===== src/rtl/core/rbet_pkg.sv =====
// Types, constants and lane functions shared by the ray box entry test
`default_nettype none

package rbet_pkg;

  localparam int CoordW    = 32;
  localparam int FracW     = 16;
  localparam int NumW      = CoordW + 1;
  localparam int QW        = 2 * FracW;
  localparam int DistW     = QW - 1;
  localparam int TolW      = 16;
  localparam int NumAxes   = 3;
  localparam int NumFields = 4 * NumAxes;
  localparam int DivSteps  = QW;
  localparam int NumStages = DivSteps + 4;
  localparam int CfgIdxW   = 1;
  localparam int InDataW   = NumFields * CoordW;
  localparam int OutDataW  = ((1 + DistW + 7) / 8) * 8;

  localparam logic [DistW-1:0]    MaxDistReset = {DistW{1'b1}};
  localparam logic [TolW-1:0]     TolReset     = TolW'(66);
  localparam logic signed [QW-1:0] QMax        = {1'b0, {(QW-1){1'b1}}};
  localparam logic signed [QW-1:0] QMin        = {1'b1, {(QW-1){1'b0}}};

  typedef enum logic [CfgIdxW-1:0] {
    REG_MAX_DISTANCE  = 1'b0,
    REG_HIT_TOLERANCE = 1'b1
  } cfg_reg_t;

  typedef struct packed {
    logic signed [CoordW-1:0] o;
    logic signed [CoordW-1:0] d;
    logic signed [CoordW-1:0] lo;
    logic signed [CoordW-1:0] hi;
  } axis_in_t;

  typedef struct packed {
    logic signed [NumW-1:0]   num_lo;
    logic signed [NumW-1:0]   num_hi;
    logic signed [CoordW-1:0] den;
    logic                     par;
    logic                     pmiss;
  } axis_diff_t;

  typedef struct packed {
    logic [CoordW-1:0] rem;
    logic [QW-1:0]     q;
    logic              ovf;
    logic              neg;
  } lane_t;

  typedef struct packed {
    lane_t             lo;
    lane_t             hi;
    logic [CoordW-1:0] dmag;
    logic              par;
    logic              pmiss;
  } axis_div_t;

  typedef struct packed {
    logic signed [QW-1:0] tn;
    logic signed [QW-1:0] tf;
    logic                 miss;
  } axis_span_t;

  typedef struct packed {
    logic [DistW-1:0]     tnear;
    logic signed [QW-1:0] tfar;
    logic                 miss;
  } span_t;

  function automatic lane_t lane_init(input logic signed [NumW-1:0] num,
                                      input logic [CoordW-1:0] dmag,
                                      input logic dneg);
    logic [NumW-1:0]       mag;
    logic [NumW-FracW-1:0] top;
    lane_t                 l;
    mag   = num[NumW-1] ? NumW'(-num) : NumW'(num);
    top   = mag[NumW-1:FracW];
    l.rem = CoordW'(top);
    l.ovf = CoordW'(top) >= dmag;
    l.q   = {mag[FracW-1:0], {FracW{1'b0}}};
    l.neg = num[NumW-1] ^ dneg;
    return l;
  endfunction

  function automatic lane_t lane_step(input lane_t l, input logic [CoordW-1:0] dmag);
    logic [CoordW:0] sh;
    logic [CoordW:0] diff;
    logic            ge;
    lane_t           r;
    sh    = {l.rem, l.q[QW-1]};
    diff  = sh - {1'b0, dmag};
    ge    = sh >= {1'b0, dmag};
    r     = l;
    r.rem = ge ? diff[CoordW-1:0] : sh[CoordW-1:0];
    r.q   = {l.q[QW-2:0], ge};
    return r;
  endfunction

  function automatic logic signed [QW-1:0] lane_sat(input lane_t l);
    logic signed [QW-1:0] r;
    if (l.neg) begin
      r = (l.ovf || (l.q > {1'b1, {(QW-1){1'b0}}})) ? QMin : QW'(-l.q);
    end else begin
      r = (l.ovf || l.q[QW-1]) ? QMax : l.q;
    end
    return r;
  endfunction

endpackage

`default_nettype wire


===== src/rtl/core/rbet_resolve.sv =====
// Quotient saturation, per-axis near/far, then combination over axes
`default_nettype none

module rbet_resolve import rbet_pkg::*; (
  input  wire logic                     clk,
  input  wire logic                     en,
  input  wire logic [DistW-1:0]         max_distance,
  input  wire axis_div_t [NumAxes-1:0]  din,
  output span_t                         sp
);

  axis_span_t [NumAxes-1:0] span;
  logic signed [QW-1:0]     t1 [NumAxes];
  logic signed [QW-1:0]     t2 [NumAxes];
  logic signed [QW-1:0]     maxd_s;
  logic signed [QW-1:0]     n01, n2z, f01, f2m;

  always_comb begin
    for (int a = 0; a < NumAxes; a++) begin
      t1[a] = lane_sat(din[a].lo);
      t2[a] = lane_sat(din[a].hi);
    end
  end

  always_ff @(posedge clk) begin
    if (en) begin
      for (int a = 0; a < NumAxes; a++) begin
        if (din[a].par) begin
          span[a].tn <= '0;
          span[a].tf <= QMax;
        end else begin
          span[a].tn <= (t1[a] < t2[a]) ? t1[a] : t2[a];
          span[a].tf <= (t1[a] < t2[a]) ? t2[a] : t1[a];
        end
        span[a].miss <= din[a].par && din[a].pmiss;
      end
    end
  end

  always_comb begin
    maxd_s = {1'b0, max_distance};
    n01    = (span[0].tn > span[1].tn) ? span[0].tn : span[1].tn;
    n2z    = span[2].tn[QW-1] ? '0 : span[2].tn;
    f01    = (span[0].tf < span[1].tf) ? span[0].tf : span[1].tf;
    f2m    = (span[2].tf < maxd_s) ? span[2].tf : maxd_s;
  end

  always_ff @(posedge clk) begin
    if (en) begin
      sp.tnear <= (n01 > n2z) ? n01[DistW-1:0] : n2z[DistW-1:0];
      sp.tfar  <= (f01 < f2m) ? f01 : f2m;
      sp.miss  <= span[0].miss || span[1].miss || span[2].miss;
    end
  end

endmodule

`default_nettype wire

===== config.mk =====
export PLATFORM = sky130hd
export DESIGN_NAME = rbet_resolve
export DESIGN_NICKNAME = d
export VERILOG_FILES = /design/src/rtl/core/rbet_pkg.sv /design/src/rtl/core/rbet_resolve.sv
export SDC_FILE = /design/constraint.sdc
export NUM_CORES = 1
export LEC_CHECK = 0
export ABC_AREA = 1
export BUFFER_PORTS_ARGS = -buffer_cell sky130_fd_sc_hd__buf_4
export CAP_MARGIN = 25
export CORE_AREA = 2 2 230 232
export DETAILED_ROUTE_END_ITERATION = 8
export DIE_AREA = 0 0 232 234
export PLACE_DENSITY = 0.74
export SLEW_MARGIN = 20
export SYNTH_ARGS = -nofsm -noshare
export SYNTH_HDL_FRONTEND = slang
export SYNTH_SLANG_ARGS = --single-unit

===== constraint.sdc =====
create_clock -name clk -period 5.5 [get_ports clk]
set_input_delay 0.275 -clock clk [delete_from_list [all_inputs] [get_ports clk]]
set_output_delay 0.275 -clock clk [all_outputs]
set_load 0.1 [all_outputs]

==> impl_metrics.env <==
export IMPL_syn_avg_cell_area_sq_um=6.942
export IMPL_dp_cells=4596
export IMPL_drc=0
export IMPL_rsz0062_at_grt="no"
export IMPL_vias=25493
export IMPL_worstSkewPairLatency_ns=0.59
export IMPL_vias_per_cell=5.476
export IMPL_ant_nets=0
export IMPL_syn_instance_count=3690
export IMPL_fp_coreArea_sq_um=52020
export IMPL_ys_warn_count=0
export IMPL_ys_seq_elements=259
export IMPL_clkSinkCount=259
export IMPL_m1WireLength_mm=37.18
export IMPL_rrSetupSlack_ns=0.46
export IMPL_grt_ovfl_total=0
export IMPL_worstPathMaxFanout=50
export IMPL_synth_area_top_cells="edfxtp_1, nand2_1, ha_1"
export IMPL_cp_data_arrival_time_ns=5.35
export IMPL_die_width_um=232
export IMPL_met2_length_mm=37.73
export IMPL_maxSlewHeadroom_pct=33.56
export IMPL_clk_pin_slew_ns=0.06
export IMPL_start_util_pct=49.24
export IMPL_holdCritStartpoint="din[333]"
export IMPL_power_frac_seq_pct=26.9
export IMPL_finalSetupViolCount=0
export IMPL_maxCapViolations=0
export IMPL_synthTopCellsByCount="nand2_1, nor2_1, inv_1, edfxtp_1, ha_1"
export IMPL_cts_tree="yes"
export IMPL_power_frac_comb_pct=54.0
export IMPL_drive_above_1_share_pct=12.02
export IMPL_r2r_cells=25
export IMPL_p_per_area_nw_per_um2=376.4
export IMPL_wl_per_cell_um=17.94
export IMPL_io_pin_count=595
export IMPL_slew_viol_final=0
export IMPL_p_total_mw=11.17
export IMPL_rr_startpoint="span[134]$_SDFFCE_PP1P_"
export IMPL_cp_required_ns=5.81
export IMPL_synth_edf_count=259
export IMPL_fmax_mhz=198.4
export IMPL_synth_top_area_cell="edfxtp_1"
export IMPL_dr_pass1_iters=6
export IMPL_hold_depth=3
export IMPL_antenna_cells=0
export IMPL_swShare_pct=48.66
export IMPL_path_class="flop to flop"
export IMPL_worst_slew_pin_slew_ns=0.9966
export IMPL_clock_skew_ns=0.04164
export IMPL_min_path_type="input pin to flop"
export IMPL_switching_power_mw=5.437
export IMPL_synthArstFlopShare_pct=0
export IMPL_gp_congestion=0.9620
export IMPL_min_to="span[130]$_DFFE_PP_"
export IMPL_cts_buffer_depth=3
export IMPL_htreeDepth=1
export IMPL_grt_max_degree=137
export IMPL_fill_cells=5036
export IMPL_p_int_mw=5.736
export IMPL_clockRootBuffer="clkbuf_16"
export IMPL_seq_area_frac_synth_pct=30.36
export IMPL_row_count=84
export IMPL_outcome="finished clean"
export IMPL_hpwl_mm=67.26
export IMPL_finalWirelength_mm=83.50
export IMPL_grt_total_usage_pct=29.84
export IMPL_finalWorstPathRequiredPeriod_ns=5.040
export IMPL_r2r_end="sp[23]$_DFFE_PP_"
export IMPL_tns_ns=0
export IMPL_dieArea_sq_um=54290
export IMPL_top_layer="met4"
export IMPL_cts_buffers=30
export IMPL_hold_viol=0
export IMPL_period_share_pct=91.64
export IMPL_dr_wl_met3_mm=6.178
export IMPL_synth_most_common_cell="nand2_1"
export IMPL_synth_nets=4476
export IMPL_io_buffers=306
export IMPL_power_leakage_nw=14.19
export IMPL_grt_pass1_vias=22636
export IMPL_clkPwrFrac_pct=19.1
export IMPL_synthToLayoutAreaGrowth_pct=15.89
export IMPL_yosysUniqueCellTypes=54
export IMPL_yosys_area_top_type_share_pct=30.36
export IMPL_synth_flop_cell="edfxtp_1"
export IMPL_worst_setup_path_start_kind="flop"
export IMPL_cp_end_kind="flop"
export IMPL_synth_area_sq_um=25610
export IMPL_ir_drop_mv=0.2694
export IMPL_grt_pass1_wl_mm=125.5
export IMPL_fin_cells=4655
export IMPL_antenna_found_initial=0
export IMPL_drtIter0Drc=2488
export IMPL_final_nets=4731
export IMPL_dieHeight_um=234
layout by cell type, fill, tap and decap left out, types with 4 or more instances in the layout:
| cell type | n |
|---|---|
| nor2_2 | 9 |
| nor2_4 | 5 |
| a31oi_1 | 13 |
| nor3_1 | 47 |
| o21a_1 | 23 |
| xor2_1 | 78 |
| inv_1 | 489 |
| clkbuf_16 | 30 |
| nor2_1 | 506 |
| xnor2_1 | 17 |
| o221ai_1 | 18 |
| inv_2 | 14 |
| a211oi_1 | 25 |
| nand4_1 | 48 |
| ha_1 | 255 |
| clkinv_1 | 6 |
| clkinv_2 | 7 |
| nand3_1 | 254 |
| o21ai_1 | 7 |
| nand3b_1 | 4 |
| buf_12 | 12 |
| or3_1 | 4 |
| nand2_1 | 852 |
| o21ai_0 | 252 |
| o211ai_1 | 10 |
| a21oi_1 | 221 |
| buf_4 | 331 |
| o31ai_1 | 6 |
| edfxtp_1 | 259 |
| bufinv_16 | 6 |
| o221a_2 | 5 |
| o22ai_1 | 15 |
| o21bai_1 | 9 |
| or2_2 | 12 |
| o21ai_2 | 4 |
| nor3_2 | 9 |
| nor4_1 | 31 |
| a221oi_1 | 16 |
| nand2_2 | 19 |
routing by layer:
layer / global-route usage (%) / vias up
li1: - / 12841
met1: 42.20 / 11583
met2: 48.55 / 961
met3: 3.344 / 108
met4: 7.853 / 0
met5: 0 / -
flip-flops by register name (all words and copies together) (netlist names):
signal / count
sp: 64
span: 195
power groups by stage:
| stage | logic (mW) | clock network (mW) | registers [mW] |
|---|---|---|---|
| global route | 6.57 | 2.24 | 3.03 |
| finish | 6.03 | 2.13 | 3.01 |
| global placement | 5.88 | 0 | 3.04 |
| floorplan | 2.81 | 0 | 4.42 |
| detailed placement | 5.96 | 0 | 3.04 |
| CTS | 5.99 | 2.15 | 3.00 |
through the flow:
step                instance area [sq um]  setup WS [ns]  util [%]  hold WS, ns
finish                              29680         0.4597     57.06      0.03757
global route                        29680        0.05581     57.06      0.04485
CTS                                 29650         0.4558     57.00      0.04524
detailed placement                  28570         0.4345     54.92       0.4933
global placement                    28570         0.4778     54.92       0.4860
floorplan                           25610          1.299         -       0.3875
worst max path at each step:
| stage | from | endpoint |
|---|---|---|
| CTS | span[52]$_SDFFCE_PP0P_ | sp[58]$_DFFE_PP_ |
| finish | span[134]$_SDFFCE_PP1P_ | sp[23]$_DFFE_PP_ |
| detailed placement | din[37] | span[29]$_SDFFCE_PP1P_ |
| global route | span[52]$_SDFFCE_PP0P_ | sp[63]$_DFFE_PP_ |
| floorplan | span[36]$_SDFFCE_PP0P_ | sp[34]$_DFFE_PP_ |
| global placement | din[37] | span[29]$_SDFFCE_PP1P_ |
cell type report:
type | count | area (sq um) | share of cell area (%)
multi-input cells | 2800 | 15320 | 51.62
flip-flops and latches | 259 | 7777 | 26.20
clock inverters | 21 | 286.5 | 0.9652
repair buffers | 347 | 2770 | 9.332
clock buffers | 33 | 762.0 | 2.567
well taps | 688 | 860.8 | 2.900
inverters | 507 | 1903 | 6.411
worst max-delay path, stage by stage, from the launching register on:
cell and delay (ns):
edfxtp_1 0.40, ha_1 0.31, a21oi_1 0.14, o21ai_0 0.10, a21o_1 0.16, a21oi_1 0.16
o21ai_0 0.12, nand2_1 0.08, o2111ai_1 0.13, nand4_1 0.11, nand4_1 0.08, ha_1 0.33
buf_12 0.19, o21ai_0 0.46, ha_1 0.35, a21oi_1 0.14, o21ai_0 0.09, nand3_1 0.07
nand2_1 0.06, nand2_1 0.06, a21oi_1 0.05, a211oi_1 0.31, nand3_1 0.36, buf_12 0.29
nand3_1 0.09, nand2_1 0.10
kinds of logic (layout without fill, tap and decap cells):
| logic type | after synthesis | after routing | synth area share [%] |
|---|---|---|---|
| AO/OA/AOI/OAI | 638 | 638 | 14.18 |
| AND/OR/NAND/NOR | 1812 | 1812 | 29.87 |
| buffers and inverters | 631 | 908 | 9.882 |
| adder cells (fa/ha/maj) | 255 | 255 | 12.46 |
| flip-flops | 259 | 259 | 30.36 |
| XOR/XNOR | 95 | 95 | 3.248 |
timing repair:
action,in CTS,in global routing
hold endpoints to repair,2,0
setup buffers,0,0
hold buffers,3,0
endpoints found under the setup margin,0,6
resized for setup,0,1
Note: power is estimated with default switching activity, not from simulation.
